<file path="src/rtl/countdown_timer_fractional_prescaler_assert.svh">
// assertion macros shared by the timer modules
`ifndef COUNTDOWN_TIMER_FRACTIONAL_PRESCALER_ASSERT_SVH
`define COUNTDOWN_TIMER_FRACTIONAL_PRESCALER_ASSERT_SVH

// clocked check, masked while reset is asserted
`define CTFP_ASSERT(label, prop, msg) \
  label: assert property (@(posedge clk_i) disable iff (!rst_ni) (prop)) else $error(msg);

// clocked check that also holds during reset
`define CTFP_ASSERT_ALWAYS(label, prop, msg) \
  label: assert property (@(posedge clk_i) (prop)) else $error(msg);

`endif

</file>
<file path="src/rtl/ctfp_pkg.sv">
// shared types, widths and constants of the countdown timer
package ctfp_pkg;

  // field and register widths
  localparam int unsigned FuncW    = 2;
  localparam int unsigned OffW     = 3;
  localparam int unsigned ByteW    = 8;
  localparam int unsigned CpsW     = 24;
  localparam int unsigned RateW    = 16;
  localparam int unsigned KW       = RateW + 1;
  localparam int unsigned ProdW    = CpsW + KW;
  localparam int unsigned DivCntW  = $clog2(ProdW + 1);
  localparam int unsigned ApbAddrW = 3;
  localparam int unsigned ApbDataW = 32;

  // configuration reset values and the first prescaler mark
  localparam logic [CpsW-1:0]  CpsReset  = 24'd1000000;
  localparam logic [RateW-1:0] RateReset = 16'd10000;
  localparam logic [CpsW-1:0]  MarkReset = CpsW'((64'(CpsReset) * 64'd2) / 64'(RateReset));
  localparam logic [RateW-1:0] IdoneReset = 16'd1;

  // countdown constants
  localparam logic [15:0] MinTimeout = 16'd8;
  localparam int unsigned CtrlStartBit = 0;

  // item kinds
  typedef enum logic [FuncW-1:0] {
    FUNC_TICK  = 2'd0,
    FUNC_READ  = 2'd1,
    FUNC_WRITE = 2'd2
  } func_e;

  // register byte offsets
  localparam logic [OffW-1:0] OFF_TMO_LO   = 3'd0;
  localparam logic [OffW-1:0] OFF_TMO_HI   = 3'd1;
  localparam logic [OffW-1:0] OFF_SPARE_LO = 3'd2;
  localparam logic [OffW-1:0] OFF_SPARE_HI = 3'd3;
  localparam logic [OffW-1:0] OFF_SPARE_B  = 3'd4;
  localparam logic [OffW-1:0] OFF_CTRL     = 3'd5;

  // configuration register index, taken from paddr bit 2
  localparam logic CFG_CPS  = 1'b0;
  localparam logic CFG_RATE = 1'b1;

  // controller to datapath commands
  typedef struct packed {
    logic item_go;
    logic prod_load;
    logic div_step;
  } ctfp_cmd_t;

  // datapath to controller status
  typedef struct packed {
    logic tick_hit;
    logic div_last;
  } ctfp_status_t;

endpackage

</file>
<file path="src/rtl/ctfp_in_if.sv">
// input request channel: bus access or source tick
interface ctfp_in_if;
  logic                          valid;
  logic                          ready;
  logic [ctfp_pkg::FuncW-1:0]    func;
  logic [ctfp_pkg::OffW-1:0]     reg_offset;
  logic [ctfp_pkg::ByteW-1:0]    write_data;
  logic                          irq_accepted;

  modport source (output valid, func, reg_offset, write_data, irq_accepted, input ready);
  modport sink   (input valid, func, reg_offset, write_data, irq_accepted, output ready);
endinterface

</file>
<file path="src/rtl/ctfp_out_if.sv">
// result channel: read data, interrupt request, running flag
interface ctfp_out_if;
  logic                       valid;
  logic                       ready;
  logic [ctfp_pkg::ByteW-1:0] read_data;
  logic                       irq_request;
  logic                       running;

  modport source (output valid, read_data, irq_request, running, input ready);
  modport sink   (input valid, read_data, irq_request, running, output ready);
endinterface

</file>
<file path="src/rtl/ctfp_apb_regs.sv">
// apb configuration registers for the prescaler
module ctfp_apb_regs (
  input  logic                          clk_i,
  input  logic                          rst_ni,
  input  logic                          psel,
  input  logic                          penable,
  input  logic                          pwrite,
  input  logic [ctfp_pkg::ApbAddrW-1:0] paddr,
  input  logic [ctfp_pkg::ApbDataW-1:0] pwdata,
  output logic [ctfp_pkg::ApbDataW-1:0] prdata,
  output logic                          pready,
  output logic [ctfp_pkg::CpsW-1:0]     cps_o,
  output logic [ctfp_pkg::RateW-1:0]    rate_o
);
  import ctfp_pkg::*;

  logic [CpsW-1:0]  cps_q;
  logic [RateW-1:0] rate_q;
  logic             wr_en;
  logic             idx;

  assign pready = 1'b1;
  assign wr_en  = psel && penable && pwrite;
  assign idx    = paddr[2];

  // register writes
  always_ff @(posedge clk_i or negedge rst_ni) begin
    if (!rst_ni) begin
      cps_q  <= CpsReset;
      rate_q <= RateReset;
    end else if (wr_en) begin
      unique case (idx)
        CFG_CPS:  cps_q  <= pwdata[CpsW-1:0];
        CFG_RATE: rate_q <= pwdata[RateW-1:0];
        default: ;
      endcase
    end
  end

  // read back
  always_comb begin
    unique case (idx)
      CFG_CPS:  prdata = ApbDataW'(cps_q);
      CFG_RATE: prdata = ApbDataW'(rate_q);
      default:  prdata = '0;
    endcase
  end

  assign cps_o  = cps_q;
  assign rate_o = rate_q;

endmodule

</file>
<file path="src/rtl/ctfp_datapath.sv">
// timer registers, countdown, prescaler counters and mark divider
`include "countdown_timer_fractional_prescaler_assert.svh"

module ctfp_datapath (
  input  logic                        clk_i,
  input  logic                        rst_ni,
  input  ctfp_pkg::ctfp_cmd_t         cmd_i,
  output ctfp_pkg::ctfp_status_t      status_o,
  input  logic [ctfp_pkg::FuncW-1:0]  func_i,
  input  logic [ctfp_pkg::OffW-1:0]   reg_offset_i,
  input  logic [ctfp_pkg::ByteW-1:0]  write_data_i,
  input  logic                        irq_accepted_i,
  input  logic [ctfp_pkg::CpsW-1:0]   cps_i,
  input  logic [ctfp_pkg::RateW-1:0]  rate_i,
  output logic [ctfp_pkg::ByteW-1:0]  read_data_o,
  output logic                        irq_request_o,
  output logic                        running_o
);
  import ctfp_pkg::*;

  // bus registers and countdown
  logic [15:0]       tmo_q, tmo_d;
  logic [15:0]       spare_q, spare_d;
  logic [7:0]        spare_b_q, spare_b_d;
  logic [7:0]        ctrl_q, ctrl_d;
  logic [15:0]       ticks_q, ticks_d;
  logic              active_q, active_d;
  // prescaler
  logic [CpsW-1:0]   src_q, src_d;
  logic [CpsW-1:0]   mark_q, mark_d;
  logic [RateW-1:0]  idone_q, idone_d;
  logic [CpsW-1:0]   cps_lat_q;
  logic [RateW-1:0]  rate_lat_q;
  // divider
  logic [ProdW-1:0]  dvd_q;
  logic [RateW-1:0]  rem_q;
  logic [CpsW-1:0]   quo_q;
  logic [DivCntW-1:0] cnt_q;
  // result register
  logic [ByteW-1:0]  rd_q, rd_d;
  logic              req_q, req_d;
  logic              run_q;

  logic [RateW-1:0]  rate_eff;
  logic              tick_hit;
  logic [RateW-1:0]  k_inc;
  logic              k_wrap;
  logic [15:0]       ticks_dec;
  logic [CpsW-1:0]   src_base;
  logic [ProdW-1:0]  prod;
  logic [RateW:0]    trial;
  logic              qbit;
  logic [RateW:0]    trial_sub;

  // prescaler decode
  assign rate_eff  = (rate_i == '0) ? RateW'(1) : rate_i;
  assign tick_hit  = (func_i == FUNC_TICK) && (src_q == mark_q);
  assign k_inc     = idone_q + RateW'(1);
  assign k_wrap    = (k_inc == rate_eff);
  assign ticks_dec = (active_q && (ticks_q != '0)) ? ticks_q - 16'd1 : ticks_q;
  assign src_base  = (tick_hit && k_wrap) ? '0 : src_q;

  // item processing
  always_comb begin
    tmo_d     = tmo_q;
    spare_d   = spare_q;
    spare_b_d = spare_b_q;
    ctrl_d    = ctrl_q;
    ticks_d   = ticks_q;
    active_d  = active_q;
    src_d     = src_q;
    idone_d   = idone_q;
    rd_d      = '0;
    req_d     = 1'b0;
    if (cmd_i.item_go) begin
      unique case (func_i)
        FUNC_TICK: begin
          if (tick_hit) begin
            idone_d = k_wrap ? '0 : k_inc;
            ticks_d = ticks_dec;
          end
          src_d = src_base + CpsW'(1);
          if (active_q && (ticks_d == '0)) begin
            req_d = 1'b1;
            if (irq_accepted_i) begin
              active_d = 1'b0;
            end
          end
        end
        FUNC_READ: begin
          unique case (reg_offset_i)
            OFF_TMO_LO:   rd_d = tmo_q[7:0];
            OFF_TMO_HI:   rd_d = tmo_q[15:8];
            OFF_SPARE_LO: rd_d = spare_q[7:0];
            OFF_SPARE_HI: rd_d = spare_q[15:8];
            OFF_SPARE_B:  rd_d = spare_b_q;
            OFF_CTRL:     rd_d = ctrl_q;
            default:      rd_d = '0;
          endcase
        end
        FUNC_WRITE: begin
          unique case (reg_offset_i)
            OFF_TMO_LO:   tmo_d[7:0]    = write_data_i;
            OFF_TMO_HI:   tmo_d[15:8]   = write_data_i;
            OFF_SPARE_LO: spare_d[7:0]  = write_data_i;
            OFF_SPARE_HI: spare_d[15:8] = write_data_i;
            OFF_SPARE_B:  spare_b_d     = write_data_i;
            OFF_CTRL: begin
              ctrl_d = write_data_i;
              if (write_data_i[CtrlStartBit]) begin
                ticks_d  = (tmo_q < MinTimeout) ? MinTimeout : tmo_q;
                active_d = 1'b1;
              end
            end
            default: ;
          endcase
        end
        default: ;
      endcase
    end
  end

  // control state
  always_ff @(posedge clk_i or negedge rst_ni) begin
    if (!rst_ni) begin
      tmo_q     <= '0;
      spare_q   <= '0;
      spare_b_q <= '0;
      ctrl_q    <= '0;
      ticks_q   <= '0;
      active_q  <= 1'b0;
      src_q     <= '0;
      idone_q   <= IdoneReset;
      mark_q    <= MarkReset;
      cnt_q     <= '0;
    end else begin
      tmo_q     <= tmo_d;
      spare_q   <= spare_d;
      spare_b_q <= spare_b_d;
      ctrl_q    <= ctrl_d;
      ticks_q   <= ticks_d;
      active_q  <= active_d;
      src_q     <= src_d;
      idone_q   <= idone_d;
      mark_q    <= mark_d;
      if (cmd_i.prod_load) begin
        cnt_q <= DivCntW'(ProdW);
      end else if (cmd_i.div_step) begin
        cnt_q <= cnt_q - DivCntW'(1);
      end
    end
  end

  // snapshot of the prescaler settings at a mark
  always_ff @(posedge clk_i or negedge rst_ni) begin
    if (!rst_ni) begin
      cps_lat_q  <= CpsReset;
      rate_lat_q <= RateW'(1);
    end else if (cmd_i.item_go && tick_hit) begin
      cps_lat_q  <= cps_i;
      rate_lat_q <= rate_eff;
    end
  end

  // next mark numerator: cps * (k + 1)
  assign prod = ProdW'(cps_lat_q) * ProdW'(KW'(idone_q) + KW'(1));

  // restoring divider step, one quotient bit a cycle
  assign trial     = {rem_q, dvd_q[ProdW-1]};
  assign trial_sub = trial - {1'b0, rate_lat_q};
  assign qbit      = (trial >= {1'b0, rate_lat_q});

  always_ff @(posedge clk_i or negedge rst_ni) begin
    if (!rst_ni) begin
      rem_q <= '0;
    end else if (cmd_i.prod_load) begin
      rem_q <= '0;
    end else if (cmd_i.div_step) begin
      rem_q <= qbit ? trial_sub[RateW-1:0] : trial[RateW-1:0];
    end
  end

  always_ff @(posedge clk_i) begin
    if (cmd_i.prod_load) begin
      dvd_q <= prod;
      quo_q <= '0;
    end else if (cmd_i.div_step) begin
      dvd_q <= {dvd_q[ProdW-2:0], 1'b0};
      quo_q <= {quo_q[CpsW-2:0], qbit};
    end
  end

  // new mark on the last divider step
  assign mark_d = (cmd_i.div_step && status_o.div_last) ? {quo_q[CpsW-2:0], qbit} : mark_q;

  // result register
  always_ff @(posedge clk_i) begin
    if (cmd_i.item_go) begin
      rd_q  <= rd_d;
      req_q <= req_d;
      run_q <= active_d;
    end
  end

  assign status_o.tick_hit = tick_hit;
  assign status_o.div_last = (cnt_q == DivCntW'(1));
  assign read_data_o       = rd_q;
  assign irq_request_o     = req_q;
  assign running_o         = run_q;

  // checks
  `CTFP_ASSERT(a_step_needs_count, cmd_i.div_step |-> cnt_q != '0, "divider stepped with no count")
  `CTFP_ASSERT(a_load_sets_count, cmd_i.prod_load |=> cnt_q == DivCntW'(ProdW), "divider count not loaded")
  `CTFP_ASSERT(a_rem_below_rate, cmd_i.div_step |=> rem_q < rate_lat_q, "remainder not below divisor")

endmodule

</file>
<file path="src/rtl/ctfp_ctrl.sv">
// controller: request handshake and mark computation sequencing
`include "countdown_timer_fractional_prescaler_assert.svh"

module ctfp_ctrl (
  input  logic                    clk_i,
  input  logic                    rst_ni,
  input  logic                    in_valid_i,
  output logic                    in_ready_o,
  output logic                    out_valid_o,
  input  logic                    out_ready_i,
  output ctfp_pkg::ctfp_cmd_t     cmd_o,
  input  ctfp_pkg::ctfp_status_t  status_i
);
  import ctfp_pkg::*;

  typedef enum logic [2:0] {
    S_IDLE = 3'b001,
    S_MUL  = 3'b010,
    S_DIV  = 3'b100
  } state_e;

  state_e state_q, state_d;
  logic   out_valid_q, out_valid_d;
  logic   item_go;

  // take a request when idle and the result slot frees up
  assign in_ready_o = (state_q == S_IDLE) && (!out_valid_q || out_ready_i);
  assign item_go    = in_valid_i && in_ready_o;

  // state sequencing
  always_comb begin
    state_d         = state_q;
    cmd_o.item_go   = item_go;
    cmd_o.prod_load = 1'b0;
    cmd_o.div_step  = 1'b0;
    unique case (state_q)
      S_IDLE: begin
        if (item_go && status_i.tick_hit) begin
          state_d = S_MUL;
        end
      end
      S_MUL: begin
        cmd_o.prod_load = 1'b1;
        state_d         = S_DIV;
      end
      S_DIV: begin
        cmd_o.div_step = 1'b1;
        if (status_i.div_last) begin
          state_d = S_IDLE;
        end
      end
      default: state_d = S_IDLE;
    endcase
  end

  // result valid flag
  always_comb begin
    out_valid_d = out_valid_q;
    if (item_go) begin
      out_valid_d = 1'b1;
    end else if (out_ready_i) begin
      out_valid_d = 1'b0;
    end
  end

  always_ff @(posedge clk_i or negedge rst_ni) begin
    if (!rst_ni) begin
      state_q     <= S_IDLE;
      out_valid_q <= 1'b0;
    end else begin
      state_q     <= state_d;
      out_valid_q <= out_valid_d;
    end
  end

  assign out_valid_o = out_valid_q;

  // checks
  `CTFP_ASSERT(a_mark_starts_mul, item_go && status_i.tick_hit |=> state_q == S_MUL, "mark hit did not start multiply")
  `CTFP_ASSERT(a_mul_then_div, state_q == S_MUL |=> state_q == S_DIV, "multiply not followed by divide")
  `CTFP_ASSERT_ALWAYS(a_busy_blocks_input, state_q != S_IDLE |-> !in_ready_o, "request taken while busy")

endmodule

</file>
<file path="src/rtl/countdown_timer_fractional_prescaler.sv">
// Countdown timer with fractional prescaler: one result per request, registered in the cycle after acceptance.
// Reads, writes and ticks that miss the prescaler mark: one request per cycle while results are taken.
// A tick that hits the mark holds off the next request while the controller multiplies
// cps*(k+1) and runs 41 restoring divider steps for the next mark.
// Reset (async, active low) clears the registers and countdown; the first mark is preset.
module countdown_timer_fractional_prescaler (
  input  logic                          clk_i,
  input  logic                          rst_ni,
  ctfp_in_if.sink                       in_i,
  ctfp_out_if.source                    out_o,
  input  logic                          psel,
  input  logic                          penable,
  input  logic                          pwrite,
  input  logic [ctfp_pkg::ApbAddrW-1:0] paddr,
  input  logic [ctfp_pkg::ApbDataW-1:0] pwdata,
  output logic [ctfp_pkg::ApbDataW-1:0] prdata,
  output logic                          pready
);
  import ctfp_pkg::*;

  ctfp_cmd_t        cmd;
  ctfp_status_t     status;
  logic [CpsW-1:0]  cps;
  logic [RateW-1:0] rate;

  // configuration port
  ctfp_apb_regs u_regs (
    .clk_i   (clk_i),
    .rst_ni  (rst_ni),
    .psel    (psel),
    .penable (penable),
    .pwrite  (pwrite),
    .paddr   (paddr),
    .pwdata  (pwdata),
    .prdata  (prdata),
    .pready  (pready),
    .cps_o   (cps),
    .rate_o  (rate)
  );

  // controller
  ctfp_ctrl u_ctrl (
    .clk_i       (clk_i),
    .rst_ni      (rst_ni),
    .in_valid_i  (in_i.valid),
    .in_ready_o  (in_i.ready),
    .out_valid_o (out_o.valid),
    .out_ready_i (out_o.ready),
    .cmd_o       (cmd),
    .status_i    (status)
  );

  // datapath
  ctfp_datapath u_dp (
    .clk_i          (clk_i),
    .rst_ni         (rst_ni),
    .cmd_i          (cmd),
    .status_o       (status),
    .func_i         (in_i.func),
    .reg_offset_i   (in_i.reg_offset),
    .write_data_i   (in_i.write_data),
    .irq_accepted_i (in_i.irq_accepted),
    .cps_i          (cps),
    .rate_i         (rate),
    .read_data_o    (out_o.read_data),
    .irq_request_o  (out_o.irq_request),
    .running_o      (out_o.running)
  );

endmodule

</file>
<file path="src/flat_wrapper.sv">
// flat-port wrapper written by rule: the top's interface ports become plain ports
module countdown_timer_fractional_prescaler_flat import ctfp_pkg::*;
  (clk_i, rst_ni, psel, penable, pwrite, paddr, pwdata, prdata, pready, in_i_valid, in_i_func, in_i_reg_offset, in_i_write_data, in_i_irq_accepted, in_i_ready, out_o_valid, out_o_read_data, out_o_irq_request, out_o_running, out_o_ready);
  ctfp_in_if in_i_i ();
  ctfp_out_if out_o_i ();
  input  logic clk_i;
  input  logic rst_ni;
  input  logic psel;
  input  logic penable;
  input  logic pwrite;
  input  logic [ctfp_pkg::ApbAddrW-1:0] paddr;
  input  logic [ctfp_pkg::ApbDataW-1:0] pwdata;
  output logic [ctfp_pkg::ApbDataW-1:0] prdata;
  output logic pready;
  input wire logic [$bits(in_i_i.valid)-1:0] in_i_valid;
  input wire logic [$bits(in_i_i.func)-1:0] in_i_func;
  input wire logic [$bits(in_i_i.reg_offset)-1:0] in_i_reg_offset;
  input wire logic [$bits(in_i_i.write_data)-1:0] in_i_write_data;
  input wire logic [$bits(in_i_i.irq_accepted)-1:0] in_i_irq_accepted;
  output wire logic [$bits(in_i_i.ready)-1:0] in_i_ready;
  output wire logic [$bits(out_o_i.valid)-1:0] out_o_valid;
  output wire logic [$bits(out_o_i.read_data)-1:0] out_o_read_data;
  output wire logic [$bits(out_o_i.irq_request)-1:0] out_o_irq_request;
  output wire logic [$bits(out_o_i.running)-1:0] out_o_running;
  input wire logic [$bits(out_o_i.ready)-1:0] out_o_ready;
  assign in_i_i.valid = in_i_valid;
  assign in_i_i.func = in_i_func;
  assign in_i_i.reg_offset = in_i_reg_offset;
  assign in_i_i.write_data = in_i_write_data;
  assign in_i_i.irq_accepted = in_i_irq_accepted;
  assign in_i_ready = in_i_i.ready;
  assign out_o_valid = out_o_i.valid;
  assign out_o_read_data = out_o_i.read_data;
  assign out_o_irq_request = out_o_i.irq_request;
  assign out_o_running = out_o_i.running;
  assign out_o_i.ready = out_o_ready;
  countdown_timer_fractional_prescaler u_core (.clk_i(clk_i), .rst_ni(rst_ni), .in_i(in_i_i), .out_o(out_o_i), .psel(psel), .penable(penable), .pwrite(pwrite), .paddr(paddr), .pwdata(pwdata), .prdata(prdata), .pready(pready));
endmodule
</file>
<file path="config.mk">
export PLATFORM = sky130hd
export DESIGN_NAME = countdown_timer_fractional_prescaler_flat
export DESIGN_NICKNAME = d
export VERILOG_FILES = /design/src/rtl/ctfp_pkg.sv /design/src/rtl/ctfp_in_if.sv /design/src/rtl/ctfp_out_if.sv /design/src/rtl/ctfp_apb_regs.sv /design/src/rtl/ctfp_datapath.sv /design/src/rtl/ctfp_ctrl.sv /design/src/rtl/countdown_timer_fractional_prescaler.sv /design/src/flat_wrapper.sv
export VERILOG_INCLUDE_DIRS = /design/src /design/src/rtl
export SDC_FILE = /design/constraint.sdc
export NUM_CORES = 2
export LEC_CHECK = 0
export BUFFER_PORTS_ARGS = -buffer_cell sky130_fd_sc_hd__buf_2
export CORE_UTILIZATION = 50
export CTS_BUF_LIST = sky130_fd_sc_hd__clkbuf_4 sky130_fd_sc_hd__clkbuf_8
export DETAILED_ROUTE_END_ITERATION = 10
export GPL_TIMING_DRIVEN = 0
export MAX_ROUTING_LAYER = met4
export PLACE_DENSITY = 0.67
export SYNTH_ARGS = -nofsm -noshare
export SYNTH_HDL_FRONTEND = slang
export SYNTH_SLANG_ARGS = --single-unit
</file>
<file path="constraint.sdc">
create_clock -name clk_i -period 9.5 [get_ports clk_i]
set_input_delay 0.475 -clock clk_i [delete_from_list [all_inputs] [get_ports clk_i]]
set_output_delay 0.475 -clock clk_i [all_outputs]
set_load 0.05 [all_outputs]
</file>
==> reports/qor.yml <==
layout-drive-gt1-share: 0.123
clockBufferDepth: 3
peakVddDrop_mv: 0.142
synth_area_leaders: "fa_1 (23%), dfrtp_1 (19%), nand2_1 (6.9%), inv_1 (6.4%), ha_1 (6.1%)"
antenna_found_initial: 5
worstPathRequired_ns: 9.82
max_slew_margin: 0.0390
fmax_ghz: 0.109
detail-route-antenna-nets: 0
root_buffer: "clkbuf_8"
netlist_instances: 2991
p_leak_uw: 0.0149
outcome: "finished, final reports clean"
crit_path_end_kind: "flip-flop"
grt_max_degree: 121
synth_top_area_share: 0.234
synth_edf_count: 51
synth_xor_area_frac: 0.0316
tightest_slew_ns: 1.44
grt_pass1_vias: 22400
setup_viol_count_final: 0
core-area_um2: 55400
period_share: 0.967
numCtsBuffers: 47
grt-ovfl-total: 0
post_cts_buffers: 0
core.rowCount: 86
reg2reg_slack_ns: 0.31
die_x_um: 239
synth_fa_ha_area_frac: 0.295
synth-main-ff-cell: "dfrtp_1"
syn-mean-instance-area_um2: 9.42
synth_area_um2: 28200
synth_compound_area_frac: 0.0858
period_needed_ns: 9.19
drt_first_pass_iters: 5
ys_seq_area_frac: 0.281
clock-skew-final_ns: 0.0514
finalNonFillerCells: 3916
yosys.area.top_type: "fa_1"
io_pins: 101
yosysUniqueCellTypes: 80
synth_top_family_by_area: "adder cells"
die_h_um: 239
vias: 21700
fillCellCount: 5013
die_area_um2: 57300
max_cap_viol_count: 0
synthArstFlopShare: 0.761
rsz0062_at_grt: "false"
hold_violations: 0
routed_wl_um: 77600
portBuffers: 77
clk_latency_ns: 0.62
synth-seq-cells: 309
clkSinkCount: 309
power_density_nw_per_um2: 106
setup.worst_path.start_class: "flip-flop"
muxShareOfSynthArea: 0.0654
place_inst: 3825
clkTransAtPathRegs_ns: 0.08
cts_htree_levels: 2
critical_path_class: "reg2reg"
grt_use_total: 0.292
crit_fanout: 10
routedWlPerCell_um: 19.8
hold_path.class: "in2reg"
drc_errors: 0
nNetsFinal: 3651
drt_iter0_drc: 1481
routabilityCongestion: 0.949
slew_viol_final: 0
initial_core_util: 0.508
cts_tree: "built"
detailed_place_hpwl_um: 60600
vias_per_cell: 5.55
finalPower_uw: 3270
grt_pass1_wl_um: 125000
arrival_ns: 9.51
synthToLayoutAreaGrowth_pct: 9.13
yosysWarnings: 0
synthSimpleGateAreaFrac: 0.155
## report_power, final
group          switching [uW]  internal, uW  leakage, uW
Clock                     550           672     0.000560
Combinational             282           184       0.0107
Sequential                127          1460      0.00358
## synthesized netlist by cell type (all sizes together), types with 15 or more instances
cell type and n:
nand2 515, inv 478, fa 330, dfrtp 210
o21ai 148, mux2 138, ha 137, and2 127
clkbuf 123, nor2 81, a21oi 77, xor2 55
edfxtp 51, xnor2 39, nor3 35, nand2b 34
buf 32, a22o 31, nand3 29, nor2b 29
dfstp 25, nor4 25, dfxtp 23, mux2i 22
a21o 21, and3 15, nand4 15
## routing by layer
layer	routed length, um	up-vias	track usage
li1	-	9809	-
met1	33100	11000	0.391
met2	36900	748	0.458
met3	5010	158	0.0418
met4	2630	0	0.0958
met5	0	-	-
## registers in the layout, indices dropped and copies added, names as in the netlist, 3 cells and up
| name | flops |
|---|---|
| u_core.u_dp.ctrl_q | 8 |
| u_core.u_dp.dvd_q | 41 |
| u_core.u_dp.rem_q | 16 |
| u_core.u_dp.cnt_q | 6 |
| u_core.u_regs.rate_o | 16 |
| u_core.u_ctrl.state_q | 3 |
| u_core.u_dp.quo_q | 23 |
| u_core.u_dp.spare_q | 16 |
| u_core.u_regs.cps_o | 24 |
| u_core.u_dp.rate_lat_q | 16 |
| u_core.u_dp.cps_lat_q | 24 |
| u_core.u_dp.spare_b_q | 8 |
| u_core.u_dp.idone_q | 16 |
| u_core.u_dp.ticks_q | 16 |
| u_core.u_dp.src_q | 24 |
| u_core.u_dp.mark_q | 24 |
| u_core.u_dp.tmo_q | 16 |
| u_core.u_dp.read_data_o | 8 |
## cells in the final DEF, fill, tap and decap left out, types with 37 or more instances in the layout
master and count:
clkbuf_1 119, inv_1 477, and2_1 125, dfrtp_1 210
nor2_1 80, xor2_1 48, nand2_1 515, edfxtp_1 51
a21oi_1 77, o21ai_0 138, clkbuf_8 59, xnor2_1 37
fa_1 330, mux2_2 138, buf_2 80, ha_1 137
## stage by stage
stage | setup TNS, ns | hold WS (ns) | setup slack, ns | utilization | area, um2
final | 0 | 0.0995 | 0.313 | 0.555 | 30700
after detailed placement | -0.678 | 0.453 | -0.388 | 0.534 | 29600
after global placement | -0.712 | 0.449 | -0.361 | 0.533 | 29500
after global routing | 0 | 0.0963 | 0.0161 | 0.555 | 30700
after CTS | 0 | 0.0802 | 0.00156 | 0.553 | 30700
after floorplan | 0 | 0.179 | 1.82 | - | 28200
## worst max-delay path, cell delays in order, from the launching register on
cell	delay (ns)
dfstp_2	0.55
ha_1	0.26
nand3_1	0.17
nor2_1	0.15
xor2_1	1.11
clkbuf_1	0.57
nand2_1	0.16
fa_1	0.54
inv_1	0.05
fa_1	0.53
inv_1	0.05
fa_1	0.50
inv_1	0.05
fa_1	0.48
fa_1	0.56
inv_1	0.07
fa_1	0.54
inv_1	0.05
ha_1	0.35
a21oi_1	0.24
o21ai_0	0.17
a31oi_1	0.19
o221ai_1	0.15
a32oi_1	0.37
a31oi_1	0.25
o211ai_1	0.26
a21oi_1	0.10
o31ai_1	0.43
## what timing repair did
item | 4_1_cts | 5_1_grt
setup endpoints to repair | 5 | 6
hold buffers | 1 | 0
gates cloned | 0 | 0
resized for setup | 7 | 14
hold endpoints to repair | 51 | 0
## cells by family after synthesis
family / after synthesis
flip-flops: 309
buffers and inverters: 635
XOR/XNOR: 97
AO/OA/AOI/OAI: 387
adder cells (fa/ha/maj): 467
multiplexers: 163
AND/OR/NAND/NOR: 931
other: 2
## area by class of cell
class	count	area [um2]	share of cell area
flip-flops and latches	309	7900	0.257
plain buffers	155	633	0.0206
inverters	480	1800	0.0586
multi-input cells	2054	18000	0.585
repair buffers	81	453	0.0147
clock inverters	7	68.8	0.00224
diodes	2	5.00	0.000163
well taps	748	936	0.0304
clock buffers	80	970	0.0315
## path summary, 6_finish.rpt
path | end | startpoint | depth (start not counted)
max reg2reg | u_core.u_dp.dvd_q[40] | u_core.u_dp.idone_q[0] | 27
min in group asynchronous | u_core.u_dp.ticks_q[13] | rst_ni | 2
max in group asynchronous | u_core.u_dp.cnt_q[3] | rst_ni | 3
min reg2reg | u_core.u_dp.cps_lat_q[14] | u_core.u_regs.cps_o[14] | 2
min | u_core.u_regs.cps_o[0] | pwdata[0] | 2
max | u_core.u_dp.dvd_q[40] | u_core.u_dp.idone_q[0] | 27
(Power assumes the default switching activity.)
